[config.mk]
export PLATFORM = sky130hd
export DESIGN_NAME = binary_min_heap_queue
export DESIGN_NICKNAME = d
export VERILOG_FILES = /design/src/hdl/hmq_pkg.sv /design/src/hdl/hmq_ram.sv /design/src/hdl/hmq_controller.sv /design/src/hdl/hmq_datapath.sv /design/src/hdl/binary_min_heap_queue.sv
export SDC_FILE = /design/constraint.sdc
export NUM_CORES = 2
export LEC_CHECK = 0
export ABC_AREA = 1
export BUFFER_PORTS_ARGS = -buffer_cell sky130_fd_sc_hd__buf_2
export CELL_PAD_IN_SITES_DETAIL_PLACEMENT = 0
export CELL_PAD_IN_SITES_GLOBAL_PLACEMENT = 1
export CORE_MARGIN = 1.5
export CORE_UTILIZATION = 45
export CTS_BUF_LIST = sky130_fd_sc_hd__clkbuf_8
export DETAILED_ROUTE_END_ITERATION = 8
export PLACE_DENSITY = 0.75
export SLEW_MARGIN = 20
export SYNTH_ARGS = -nofsm -noshare
export SYNTH_HDL_FRONTEND = slang
export SYNTH_SLANG_ARGS = --single-unit
export TNS_END_PERCENT = 20
[constraint.sdc]
create_clock -name i_clk -period 7.3 [get_ports i_clk]
set_clock_uncertainty 0.15 [all_clocks]
set_input_delay 0.73 -clock i_clk [delete_from_list [all_inputs] [get_ports i_clk]]
set_output_delay 0.73 -clock i_clk [all_outputs]
set_load 0.03 [all_outputs]
[src/hdl/hmq_pkg.sv]
`timescale 1ns / 1ps
// ----------------------------------------------------------------------------
// hmq_pkg: shared types and constants of the binary min-heap queue
// Word formats, status codes and the command and flag groups that pass
// between the controller and the datapath.
// ----------------------------------------------------------------------------
package hmq_pkg;

    localparam int CAPACITY  = 64;
    localparam int KEY_WIDTH = 32;
    localparam int ADDR_W    = $clog2(CAPACITY);
    localparam int CNT_W     = $clog2(CAPACITY + 1);

    localparam logic OP_INSERT  = 1'b0;
    localparam logic OP_EXTRACT = 1'b1;

    localparam logic [1:0] ST_OK    = 2'd0;
    localparam logic [1:0] ST_FULL  = 2'd1;
    localparam logic [1:0] ST_EMPTY = 2'd2;

    typedef struct packed {
        logic                        operation;
        logic signed [KEY_WIDTH-1:0] key_in;
    } t_in_word;

    typedef struct packed {
        logic signed [KEY_WIDTH-1:0] key_out;
        logic [1:0]                  status;
        logic [CNT_W-1:0]            occupancy;
    } t_out_word;

    typedef enum logic [4:0] {
        CMD_NONE,
        CMD_LOAD,
        CMD_REFUSE_FULL,
        CMD_REFUSE_EMPTY,
        CMD_INS_INIT,
        CMD_UP_READ,
        CMD_UP_MOVE,
        CMD_UP_PLACE,
        CMD_EXT_INIT,
        CMD_EXT_ROOT_DONE,
        CMD_EXT_ROOT_NEXT,
        CMD_EXT_LOAD_LAST,
        CMD_DN_READ_LEFT,
        CMD_DN_READ_RIGHT,
        CMD_DN_MOVE_RD_LEFT,
        CMD_DN_MOVE_RIGHT,
        CMD_DN_MOVE_LEFT,
        CMD_DN_PLACE
    } t_dp_cmd;

    typedef struct packed {
        t_dp_cmd cmd;
    } t_dp_ctrl;

    typedef struct packed {
        logic op_extract;
        logic full;
        logic empty;
        logic pos_zero;
        logic parent_gt;
        logic left_out;
        logic right_in;
        logic key_gt_rd;
        logic key_gt_left;
        logic rd_lt_left;
    } t_dp_flags;

endpackage

[src/hdl/hmq_ram.sv]
`timescale 1ns / 1ps
// ----------------------------------------------------------------------------
// hmq_ram: generic simple dual-port RAM
// One write port and one read port; the read data is registered.
// ----------------------------------------------------------------------------
module hmq_ram #(
    parameter int WIDTH = 32,
    parameter int DEPTH = 64
) (
    input  logic                     i_clk,
    input  logic                     i_wr_en,
    input  logic [$clog2(DEPTH)-1:0] i_wr_addr,
    input  logic [WIDTH-1:0]         i_wr_data,
    input  logic [$clog2(DEPTH)-1:0] i_rd_addr,
    output logic [WIDTH-1:0]         o_rd_data
);

    logic [WIDTH-1:0] r_mem [DEPTH];
    logic [WIDTH-1:0] r_rd_data;

    always_ff @(posedge i_clk) begin
        if (i_wr_en) begin
            r_mem[i_wr_addr] <= i_wr_data;
        end
        r_rd_data <= r_mem[i_rd_addr];
    end

    assign o_rd_data = r_rd_data;

endmodule

[src/hdl/hmq_controller.sv]
`timescale 1ns / 1ps
// ----------------------------------------------------------------------------
// hmq_controller: sequencer of the heap queue
// Walks one insert or extract through its sift steps and issues one
// datapath command per cycle; drives busy and the result strobe.
// ----------------------------------------------------------------------------
module hmq_controller (
    input  logic              i_clk,
    input  logic              i_rst_n,
    input  logic              start,
    input  hmq_pkg::t_dp_flags i_flags,
    output hmq_pkg::t_dp_ctrl o_ctrl,
    output logic              busy,
    output logic              o_valid
);
    import hmq_pkg::*;

    typedef enum logic [3:0] {
        S_IDLE,
        S_DISPATCH,
        S_UP_TEST,
        S_UP_CMP,
        S_EXT_ROOT,
        S_EXT_LAST,
        S_DN_TEST,
        S_DN_LEFT,
        S_DN_RIGHT
    } t_state;

    t_state  r_state, n_state;
    logic    r_busy, r_valid;
    logic    n_finish;
    t_dp_cmd n_cmd;

    always_comb begin
        n_state  = r_state;
        n_cmd    = CMD_NONE;
        n_finish = 1'b0;
        case (r_state)
            S_IDLE: begin
                if (start && !r_busy) begin
                    n_cmd   = CMD_LOAD;
                    n_state = S_DISPATCH;
                end
            end
            S_DISPATCH: begin
                if (i_flags.op_extract) begin
                    if (i_flags.empty) begin
                        n_cmd    = CMD_REFUSE_EMPTY;
                        n_finish = 1'b1;
                    end else begin
                        n_cmd   = CMD_EXT_INIT;
                        n_state = S_EXT_ROOT;
                    end
                end else begin
                    if (i_flags.full) begin
                        n_cmd    = CMD_REFUSE_FULL;
                        n_finish = 1'b1;
                    end else begin
                        n_cmd   = CMD_INS_INIT;
                        n_state = S_UP_TEST;
                    end
                end
            end
            S_UP_TEST: begin
                if (i_flags.pos_zero) begin
                    n_cmd    = CMD_UP_PLACE;
                    n_finish = 1'b1;
                end else begin
                    n_cmd   = CMD_UP_READ;
                    n_state = S_UP_CMP;
                end
            end
            S_UP_CMP: begin
                if (i_flags.parent_gt) begin
                    n_cmd   = CMD_UP_MOVE;
                    n_state = S_UP_TEST;
                end else begin
                    n_cmd    = CMD_UP_PLACE;
                    n_finish = 1'b1;
                end
            end
            S_EXT_ROOT: begin
                // The count is already decremented: zero means the last key left.
                if (i_flags.empty) begin
                    n_cmd    = CMD_EXT_ROOT_DONE;
                    n_finish = 1'b1;
                end else begin
                    n_cmd   = CMD_EXT_ROOT_NEXT;
                    n_state = S_EXT_LAST;
                end
            end
            S_EXT_LAST: begin
                n_cmd   = CMD_EXT_LOAD_LAST;
                n_state = S_DN_TEST;
            end
            S_DN_TEST: begin
                if (i_flags.left_out) begin
                    n_cmd    = CMD_DN_PLACE;
                    n_finish = 1'b1;
                end else begin
                    n_cmd   = CMD_DN_READ_LEFT;
                    n_state = S_DN_LEFT;
                end
            end
            S_DN_LEFT: begin
                if (i_flags.right_in) begin
                    n_cmd   = CMD_DN_READ_RIGHT;
                    n_state = S_DN_RIGHT;
                end else if (i_flags.key_gt_rd) begin
                    n_cmd   = CMD_DN_MOVE_RD_LEFT;
                    n_state = S_DN_TEST;
                end else begin
                    n_cmd    = CMD_DN_PLACE;
                    n_finish = 1'b1;
                end
            end
            S_DN_RIGHT: begin
                // The right child wins only when strictly smaller than the left.
                if (i_flags.rd_lt_left) begin
                    if (i_flags.key_gt_rd) begin
                        n_cmd   = CMD_DN_MOVE_RIGHT;
                        n_state = S_DN_TEST;
                    end else begin
                        n_cmd    = CMD_DN_PLACE;
                        n_finish = 1'b1;
                    end
                end else begin
                    if (i_flags.key_gt_left) begin
                        n_cmd   = CMD_DN_MOVE_LEFT;
                        n_state = S_DN_TEST;
                    end else begin
                        n_cmd    = CMD_DN_PLACE;
                        n_finish = 1'b1;
                    end
                end
            end
            default: begin
                n_state = S_IDLE;
            end
        endcase
        if (n_finish) begin
            n_state = S_IDLE;
        end
    end

    always_ff @(posedge i_clk) begin
        if (!i_rst_n) begin
            r_state <= S_IDLE;
            r_busy  <= 1'b0;
            r_valid <= 1'b0;
        end else begin
            r_state <= n_state;
            r_valid <= n_finish;
            if (n_cmd == CMD_LOAD) begin
                r_busy <= 1'b1;
            end else if (n_finish) begin
                r_busy <= 1'b0;
            end
        end
    end

    assign o_ctrl.cmd = i_rst_n ? n_cmd : CMD_NONE;
    assign busy       = r_busy;
    assign o_valid    = r_valid;

endmodule

[src/hdl/hmq_datapath.sv]
`timescale 1ns / 1ps
// ----------------------------------------------------------------------------
// hmq_datapath: heap storage and sift datapath
// Holds the key store, the element count, the moving key and the current
// slot, and reports compare results to the controller.
// ----------------------------------------------------------------------------
module hmq_datapath (
    input  logic               i_clk,
    input  logic               i_rst_n,
    input  hmq_pkg::t_in_word  i_in_word,
    input  hmq_pkg::t_dp_ctrl  i_ctrl,
    output hmq_pkg::t_dp_flags o_flags,
    output hmq_pkg::t_out_word o_out_word
);
    import hmq_pkg::*;

    logic                        r_op;
    logic signed [KEY_WIDTH-1:0] r_key;
    logic signed [KEY_WIDTH-1:0] r_left;
    logic signed [KEY_WIDTH-1:0] r_root;
    logic [ADDR_W-1:0]           r_pos;
    logic [CNT_W-1:0]            r_count;
    t_out_word                   r_out;

    logic signed [KEY_WIDTH-1:0] rd_key;
    logic signed [KEY_WIDTH-1:0] wr_data;
    logic                        wr_en;
    logic [ADDR_W-1:0]           wr_addr;
    logic [ADDR_W-1:0]           rd_addr;
    logic [CNT_W:0]              left_idx;
    logic [CNT_W:0]              right_idx;
    logic [CNT_W:0]              count_ext;
    logic [ADDR_W-1:0]           parent_idx;

    // The moving key is held aside and written once where it settles, so each
    // level costs one or two reads and at most one write.
    assign left_idx   = (CNT_W + 1)'({r_pos, 1'b1});
    assign right_idx  = left_idx + 1'b1;
    assign count_ext  = {1'b0, r_count};
    assign parent_idx = ADDR_W'((r_pos - 1'b1) >> 1);

    always_comb begin
        wr_en   = 1'b0;
        wr_addr = r_pos;
        wr_data = r_key;
        rd_addr = r_pos;
        case (i_ctrl.cmd)
            CMD_EXT_INIT:      rd_addr = '0;
            CMD_UP_READ:       rd_addr = parent_idx;
            CMD_EXT_ROOT_NEXT: rd_addr = r_count[ADDR_W-1:0];
            CMD_DN_READ_LEFT:  rd_addr = left_idx[ADDR_W-1:0];
            CMD_DN_READ_RIGHT: rd_addr = right_idx[ADDR_W-1:0];
            CMD_UP_PLACE,
            CMD_DN_PLACE: begin
                wr_en = 1'b1;
            end
            CMD_UP_MOVE,
            CMD_DN_MOVE_RD_LEFT,
            CMD_DN_MOVE_RIGHT: begin
                wr_en   = 1'b1;
                wr_data = rd_key;
            end
            CMD_DN_MOVE_LEFT: begin
                wr_en   = 1'b1;
                wr_data = r_left;
            end
            default: begin
            end
        endcase
    end

    hmq_ram #(
        .WIDTH (KEY_WIDTH),
        .DEPTH (CAPACITY)
    ) u_ram (
        .i_clk     (i_clk),
        .i_wr_en   (wr_en),
        .i_wr_addr (wr_addr),
        .i_wr_data (wr_data),
        .i_rd_addr (rd_addr),
        .o_rd_data (rd_key)
    );

    always_ff @(posedge i_clk) begin
        if (!i_rst_n) begin
            r_count <= '0;
        end else begin
            case (i_ctrl.cmd)
                CMD_INS_INIT: r_count <= r_count + 1'b1;
                CMD_EXT_INIT: r_count <= r_count - 1'b1;
                default: begin
                end
            endcase
        end
    end

    always_ff @(posedge i_clk) begin
        case (i_ctrl.cmd)
            CMD_LOAD: begin
                r_op  <= i_in_word.operation;
                r_key <= i_in_word.key_in;
            end
            CMD_REFUSE_FULL:     r_out <= '{key_out: '0, status: ST_FULL, occupancy: r_count};
            CMD_REFUSE_EMPTY:    r_out <= '{key_out: '0, status: ST_EMPTY, occupancy: r_count};
            CMD_INS_INIT:        r_pos <= r_count[ADDR_W-1:0];
            CMD_UP_MOVE:         r_pos <= parent_idx;
            CMD_UP_PLACE:        r_out <= '{key_out: '0, status: ST_OK, occupancy: r_count};
            CMD_EXT_ROOT_DONE:   r_out <= '{key_out: rd_key, status: ST_OK, occupancy: r_count};
            CMD_EXT_ROOT_NEXT:   r_root <= rd_key;
            CMD_EXT_LOAD_LAST: begin
                r_key <= rd_key;
                r_pos <= '0;
            end
            CMD_DN_READ_RIGHT:   r_left <= rd_key;
            CMD_DN_MOVE_RD_LEFT: r_pos <= left_idx[ADDR_W-1:0];
            CMD_DN_MOVE_LEFT:    r_pos <= left_idx[ADDR_W-1:0];
            CMD_DN_MOVE_RIGHT:   r_pos <= right_idx[ADDR_W-1:0];
            CMD_DN_PLACE:        r_out <= '{key_out: r_root, status: ST_OK, occupancy: r_count};
            default: begin
            end
        endcase
    end

    assign o_flags.op_extract  = (r_op == OP_EXTRACT);
    assign o_flags.full        = (r_count == CNT_W'(CAPACITY));
    assign o_flags.empty       = (r_count == '0);
    assign o_flags.pos_zero    = (r_pos == '0);
    assign o_flags.parent_gt   = (rd_key > r_key);
    assign o_flags.left_out    = (left_idx >= count_ext);
    assign o_flags.right_in    = (right_idx < count_ext);
    assign o_flags.key_gt_rd   = (r_key > rd_key);
    assign o_flags.key_gt_left = (r_key > r_left);
    assign o_flags.rd_lt_left  = (rd_key < r_left);

    assign o_out_word = r_out;

endmodule

[src/hdl/binary_min_heap_queue.sv]
`timescale 1ns / 1ps
// ----------------------------------------------------------------------------
// binary_min_heap_queue: priority queue of signed keys on a binary min-heap
// Each command word inserts a key or extracts the smallest key held.
// ----------------------------------------------------------------------------
// A command word is taken when start is high and busy is low; busy then stays
// high until the result word appears on o_out_word with o_valid high for one
// cycle, and the receiver must take it in that cycle. One command runs at a
// time, walking the heap one level at a time over the single read port of the
// key store. An insert into a full queue or an extract from an empty one is
// refused; an inserted key rises toward the root, and an extract that leaves
// keys behind sinks the last key down from the root until it settles. A new
// command may be accepted in the cycle the previous result is shown.
module binary_min_heap_queue (
    input  logic               i_clk,
    input  logic               i_rst_n,
    input  logic               start,
    input  hmq_pkg::t_in_word  i_in_word,
    output logic               busy,
    output logic               o_valid,
    output hmq_pkg::t_out_word o_out_word
);
    import hmq_pkg::*;

    t_dp_ctrl  ctrl;
    t_dp_flags flags;

    hmq_controller u_ctrl (
        .i_clk   (i_clk),
        .i_rst_n (i_rst_n),
        .start   (start),
        .i_flags (flags),
        .o_ctrl  (ctrl),
        .busy    (busy),
        .o_valid (o_valid)
    );

    hmq_datapath u_dp (
        .i_clk      (i_clk),
        .i_rst_n    (i_rst_n),
        .i_in_word  (i_in_word),
        .i_ctrl     (ctrl),
        .o_flags    (flags),
        .o_out_word (o_out_word)
    );

endmodule

**Word level (Yosys, flattened, before mapping)**

Memories as Yosys holds them, arrays and structs flattened. A register that Yosys moved wholly into a read port is not among the register bits.
Index checks and enable logic that the tools add are counted.

- Memories kept: 1
- Bits in writable memories: 2,048
- Input bits: 36
- Register bits: 157
- Output and inout port bits: 43

- Muxes and demuxes: 50
- Equal/unequal tests: 35
- $add $sub $neg: 4
- Reductions and logical operators: 15
- Bitwise gates (word level): 1
- $lt $le $gt $ge: 6

Memories:

| memory | depth | bits a word | read ports | clocked after Yosys merged registers in | write ports | RTL line | text |
|---|---|---|---|---|---|---|---|
| u_dp.u_ram.r_mem | 64 | 32 | 1 | 1 | 1 | hmq_ram.sv:18 | `logic [WIDTH-1:0] r_mem [DEPTH];` |

Operator list:

| kind | number |
|---|---|
| 41-bit one-hot mux with 5 select lines | 1 |
| 32-bit one-hot mux with 2 select lines | 2 |
| 32-bit greater-than comparator | 3 |
| 6-bit one-hot mux with 5 select lines | 2 |
| 4-bit two-way mux | 13 |
| 5-bit one-hot mux with 9 select lines | 1 |
| 5-bit by 4-bit equality test with 1-bit output (second input constant) | 8 |
| 4-bit one-hot mux with 9 select lines | 1 |
| 5-bit two-way mux | 7 |
| 32-bit < comparator | 1 |
| 5-bit by 3-bit equality test with 1-bit output (second input constant) | 4 |
| 1-bit two-way mux | 18 |
| 4-bit by 3-bit equality test with 1-bit output (second input constant) | 4 |
| 7-bit one-hot mux with 2 select lines | 1 |
| 5-bit by 1-bit equality test with 1-bit output (second input constant) | 2 |
| 5-bit by 2-bit equality test with 1-bit output (second input constant) | 2 |
| 5-bit equality test (second input constant) | 2 |
| 5-bit nonzero test | 2 |
| 7-bit by 1-bit adder with 8-bit output (second input constant) | 1 |
| 4-bit by 2-bit equality test with 1-bit output (second input constant) | 2 |
| 8-bit by 7-bit < comparator with 1-bit output | 1 |
| 2-bit inequality test (second input constant) | 4 |
| 8-bit AND reduction | 1 |
| 7-bit by 1-bit adder with 7-bit output (second input constant) | 1 |
| other kinds (22) | 27 |

**Longest topological paths before layout**

- Depth in word-level cells: 10
- Mapped depth: 36
- Gate-level depth less buffers: 34

**Cells and area by module**

A second synthesis with hierarchy kept.

- Cell total of the unflattened synthesis: 7,901
- Area, all modules: 92,761.5 um^2

By module, submodules not included:

| module | area each (um^2) | seq. area each (um^2) | cells an instance | times used |
|---|---|---|---|---|
| hmq_ram | 82,738.1 | 62,139.6 | 6,769 | 1 |
| hmq_datapath | 9,308.9 | 4,464.3 | 995 | 1 |
| hmq_controller | 714.4 | 120.1 | 137 | 1 |

**Worst setup path after synthesis**

Ideal clock, no wire load.

- Kind: register to register
- Start point: register u_dp.r_pos[2]
- End point: memory u_dp.u_ram.r_mem[34][0], enable pin
- Clock period less this slack: 7.380 ns
- Library setup time: 0.502 ns
- Path slack: -0.080 ns
- Cell stages (with the launch flop): 23
- Arrival time: 6.728 ns
- Path through: edfxtp_1 -> clkbuf_1 -> nand2_1 -> nor2_1 -> inv_1 -> o211ai_1 -> inv_1 -> ha_1 -> inv_1 -> nor2_1 -> nand2_1 -> o21bai_2 -> nand3_2 -> nand2_1 -> nor2_1 -> a21oi_1 -> a21oi_1 -> nand2_1 -> o21ai_1 -> nor2_1 -> nand2_1 -> nand4_1 -> nor4_1

- Longest elaborated chain between the ends: 10

Ends and longest elaborated chain:

| item | RTL line | text |
|---|---|---|
| from (decl) | hmq_datapath.sv:21 | `logic [ADDR_W-1:0] r_pos;` |
| from (signal assigned) | hmq_datapath.sv:105 | `CMD_INS_INIT: r_pos <= r_count[ADDR_W-1:0];` |
| from (signal assigned) | hmq_datapath.sv:106 | `CMD_UP_MOVE: r_pos <= parent_idx;` |
| from (signal assigned) | hmq_datapath.sv:115 | `CMD_DN_MOVE_RD_LEFT: r_pos <= left_idx[ADDR_W-1:0];` |
| 7-bit by 1-bit adder with 8-bit output | hmq_datapath.sv:38 | `assign right_idx = left_idx + 1'b1;` |
| 8-bit by 7-bit < comparator with 1-bit output | hmq_datapath.sv:130 | `assign o_flags.right_in = (right_idx < count_ext);` |
| 5-bit two-way mux | hmq_controller.sv:107 | `if (i_flags.right_in) begin` |
| 5-bit one-hot mux with 9 select lines | hmq_controller.sv:39 | `case (r_state)` |
| 5-bit two-way mux | hmq_controller.sv:163 | `assign o_ctrl.cmd = i_rst_n ? n_cmd : CMD_NONE;` |
| 5-bit by 3-bit equality test with 1-bit output (tied with other cells) | hmq_datapath.sv:47 | `case (i_ctrl.cmd)` |
| 6-bit OR reduction (no source line) | n/a |  |
| 1-bit two-way mux | hmq_datapath.sv:47 |  |
| 1-bit two-way mux | hmq_ram.sv:22 | `if (i_wr_en) begin` |
| 1-bit two-way mux (implied by the code) | hmq_ram.sv:23 | `r_mem[i_wr_addr] <= i_wr_data;` |
| to (decl) | hmq_ram.sv:18 |  |

Several ways; a longest one is shown, not always the timed one.

**Worst setup path in the final report**

- Start point: register u_dp.r_pos[1]
- End point: register u_dp.u_ram.r_rd_data[22], in the netlist u_dp.u_ram.o_rd_data[22] (read register of u_dp.u_ram.r_mem)

- Longest elaborated chain between the ends: 7

Ends and longest elaborated chain:

| item | RTL line | text |
|---|---|---|
| 7-bit by 1-bit adder with 8-bit output | hmq_datapath.sv:38 |  |
| 8-bit by 7-bit < comparator with 1-bit output | hmq_datapath.sv:130 |  |
| 5-bit two-way mux | hmq_controller.sv:107 |  |
| 5-bit one-hot mux with 9 select lines | hmq_controller.sv:39 |  |
| 5-bit two-way mux | hmq_controller.sv:163 |  |
| 5-bit by 4-bit equality test with 1-bit output or 5-bit by 3-bit equality test with 1-bit output (tied branches) | hmq_datapath.sv:47 |  |
| 6-bit one-hot mux with 5 select lines * | hmq_datapath.sv:47 |  |
| to (decl) | hmq_ram.sv:19 | `logic [WIDTH-1:0] r_rd_data;` |

Every way passes the cells marked *; elsewhere a longest branch is shown, timed or not.
A chain may end at the register's enable or synchronous reset.

==> metrics.md <==
| Metric | Value |
|---|---|
| Status | finished, final reports clean |
| Via/cell ratio | 5.662 |
| Num ports | 79 |
| Synth-to-Final Area Change | 12.08% |
| RSZ-0062 raised after global routing | no |
| Maxcap violations | 0 |
| First-pass GRT wire length | 464300 µm |
| VDD IR max | 0.2504 mV |
| Share of layout cells above drive strength 1 | 11.50% |
| Slew HR | 17.92% |
| Setup crit start kind | flip-flop |
| R2R setup slack | 730 ps |
| Row Count | 174 |
| Fmax achieved | 152.1 MHz |
| Total GRT Usage | 27.44% |
| Chip width | 479.6 µm |
| Hold crit path type | in2reg |
| Tmin final | 6575 ps |
| CP required | 8020 ps |
| Vias | 71770 |
| Gpl congestion | 0.8823 |
| Wire length per cell | 25.28 µm |
| Kind of critical path | reg2reg |
| R2R depth | 30 |
| Pin count of the biggest net entering global routing | 179 |
| ANT nets after route | 0 |
| DRT Wirelength | 320400 µm |
| Post-DP HPWL | 184000 µm |
| H-tree depth | 5 |
| Clk_lat worst skew | 1120 ps |
| CTS buffer count | 387 |
| Final WS setup | 725.3 ps |
| PwrDens | 350.1 mW/mm² |
| Buffers added on ports | 78 |
| Vias in the first global route | 67930 |
| CORE AREA | 0.2253 mm² |
| Crit end category | flip-flop |
| Leak Pwr | 45.23 nW |
| Syn_nets | 9340 |
| Yosys cell types | 56 |
| Hold Path Origin | i_in_word[32] |
| Die area | 0.2300 mm² |
| Placed Cells incl. Taps | 11950 |
| Initial antenna violation count | 18 |
| WP depth | 30 |
| Starting DRT DRC Count | 9423 |
| Commonest non-fill, non-tap cell in the layout | nand3_1 |
| Reg clk slew, reported paths | 70 ps |
| Initial Util | 45.36% |
| Congestion Overflow GR | 0 |
| Clock Sinks | 2237 |
| Max incr delay on CP | 650 ps |
| FF-to-FF Start | u_dp.r_pos[1]$_DFFE_PP_ |
| Buf/Inv on CP | 6 |
| CTS root buffer | clkbuf_8 |
| CP Capture Point | u_dp.u_ram.o_rd_data[22]$_DFF_P_ |
| Worst slew pin tran | 1231 ps |
| CTS tree | done |
| FF-to-FF End | u_dp.u_ram.o_rd_data[22]$_DFF_P_ |
| Critical path arrival | 7300 ps |
| Top post-synthesis cells by area | edfxtp_1 (64%), nand3_1 (11%), nand3b_1 (5.6%), nand2_1 (5.0%), inv_1 (4.9%) |
| Non-filler instance count after layout | 12670 |
| Syn Inst Count | 9189 |
| Post-CTS Setup Inserts | 0 |
| Final setup viols | 0 |
| Dominant cell type by area after synthesis | edfxtp_1 |
| Worst slack, placed | 927.8 ps |
| Post-synthesis sequential area ratio | 65.28% |
| Post-route DRC | 0 |
| Number of nets in the layout | 9538 |
| Slew Limit Fails | 0 |
| Most used cell, CP | nand3_1 |
| Synth Area per Inst | 11.12 µm² |
| Die H | 479.6 µm |
| Final worst-path cycle share | 90.06% |
| # hold bufs at CTS | 35 |
| CP Launch Point | u_dp.r_pos[1]$_DFFE_PP_ |
| Top cell type's share of synthesized area | 64.40% |
| Max Root-Sink Buffers | 4 |
| Most frequent cells in the layout | nand3_1 (2197), edfxtp_1 (2192), inv_1 (1464) |
| CP max-delay cell | edfxtp_1 |
| YS warnings | 0 |
| Crit-path leading delay family | simple AND/OR/NAND/NOR gates |
| Drt first pass iters | 7 |
| Final Hold Fails | 0 |
| CP max FO | 67 |
| CTS resizes | 0 |
| Synthesis-stage register bit count | 2237 |
| Post-synth design cell area | 0.1022 mm² |
[worst min path at each step]
| stage | to | slack, ps | depth (start not counted) |
|---|---|---|---|
| global route | u_dp.r_op$_DFFE_PP_ | 250 | 2 |
| floorplan | u_dp.r_count[6]$_SDFFE_PN0P_ | 300 | 1 |
| finish | u_dp.r_op$_DFFE_PP_ | 260 | 2 |
| global placement | u_dp.r_count[6]$_SDFFE_PN0P_ | 350 | 1 |
| CTS | u_dp.r_op$_DFFE_PP_ | 170 | 2 |
| detailed placement | u_dp.r_count[6]$_SDFFE_PN0P_ | 370 | 1 |
[registers in the layout (all words and copies together), names as in the netlist]
register,flops
u_ctrl.r_state,4
u_dp.o_out_word,41
u_dp.r_key,32
u_dp.r_count,7
u_dp.r_op,1
u_dp.u_ram.r_mem,2048
u_ctrl.busy,1
u_dp.u_ram.o_rd_data,32
u_dp.r_pos,6
u_ctrl.o_valid,1
u_dp.r_left,32
u_dp.r_root,32
[metrics by stage]
step           hold slack, ps  power [W]  cell area [µm²]  TNS [ps]  util, %
6_report                256.8    0.04011           114600         0    50.84
5_1_grt                 251.5    0.04175           114600         0    50.84
4_1_cts                 168.9    0.03996           114500         0    50.82
3_5_place_dp            367.1    0.02920           107000         0    47.49
3_3_place_gp            352.0    0.02907           106900         0    47.44
2_1_floorplan           302.9    0.02393           102200    -10260        -
[synth_stat cells (all sizes together)]
cell type and count:
o21ai 99, a31oi 1, a211oi 1, nand4 21, edfxtp 2192, dfxtp 45
o21bai 2, or2 1, clkinv 1, inv 1350, xor2 11, bufbuf 1
nand2 1448, o221ai 31, o21a 5, nor4 5, nor3 16, dlymetal6s2s 6
fa 1, and2 1, ha 114, o211ai 5, o2111ai 3, a21oi 70
a22oi 2, nand3 2252, nand3b 763, buf 378, o22ai 6, nor3b 1
xnor2 1, nor2 148, clkbuf 205, a21o 3
[layer usage]
layer / vias to the layer above / global-route usage (%) / wire, µm
met5: - / 0 / 81
met4: 8 / 11.87 / 14090
met3: 579 / 5.849 / 34420
met2: 3808 / 41.01 / 140100
met1: 35240 / 38.68 / 131700
li1: 32130 / - / -
[cell type report]
cell class                 instances  area, µm²
fill                           19720     110800
clock inverter                   277       1573
multi-input combinational       5011      28210
tap                             2992       3744
sequential                      2237      66720
timing repair buffer             399       3651
inverter                        1351       5090
antenna                            2      5.005
clock buffer                     405       5574
[report_power, final]
part / internal (W) / switching (W) / total [W]
Sequential: 0.0148 / 0.000430 / 0.0152
Combinational: 0.00363 / 0.0104 / 0.0140
Clock: 0.00568 / 0.00515 / 0.0108
[cell families (layout without fill, tap and decap cells)]
kind of cell / after synthesis / in the layout / share of synthesized area [%]
adder cells (fa/ha/maj): 115 / 115 / 1.415
other: 0 / 2 / 0
AO/OA/AOI/OAI: 228 / 228 / 1.326
buffers and inverters: 1941 / 2432 / 8.211
XOR/XNOR: 12 / 12 / 0.1028
AND/OR/NAND/NOR: 4656 / 4656 / 23.67
flip-flops: 2237 / 2237 / 65.28
(Power assumes the default switching activity.)
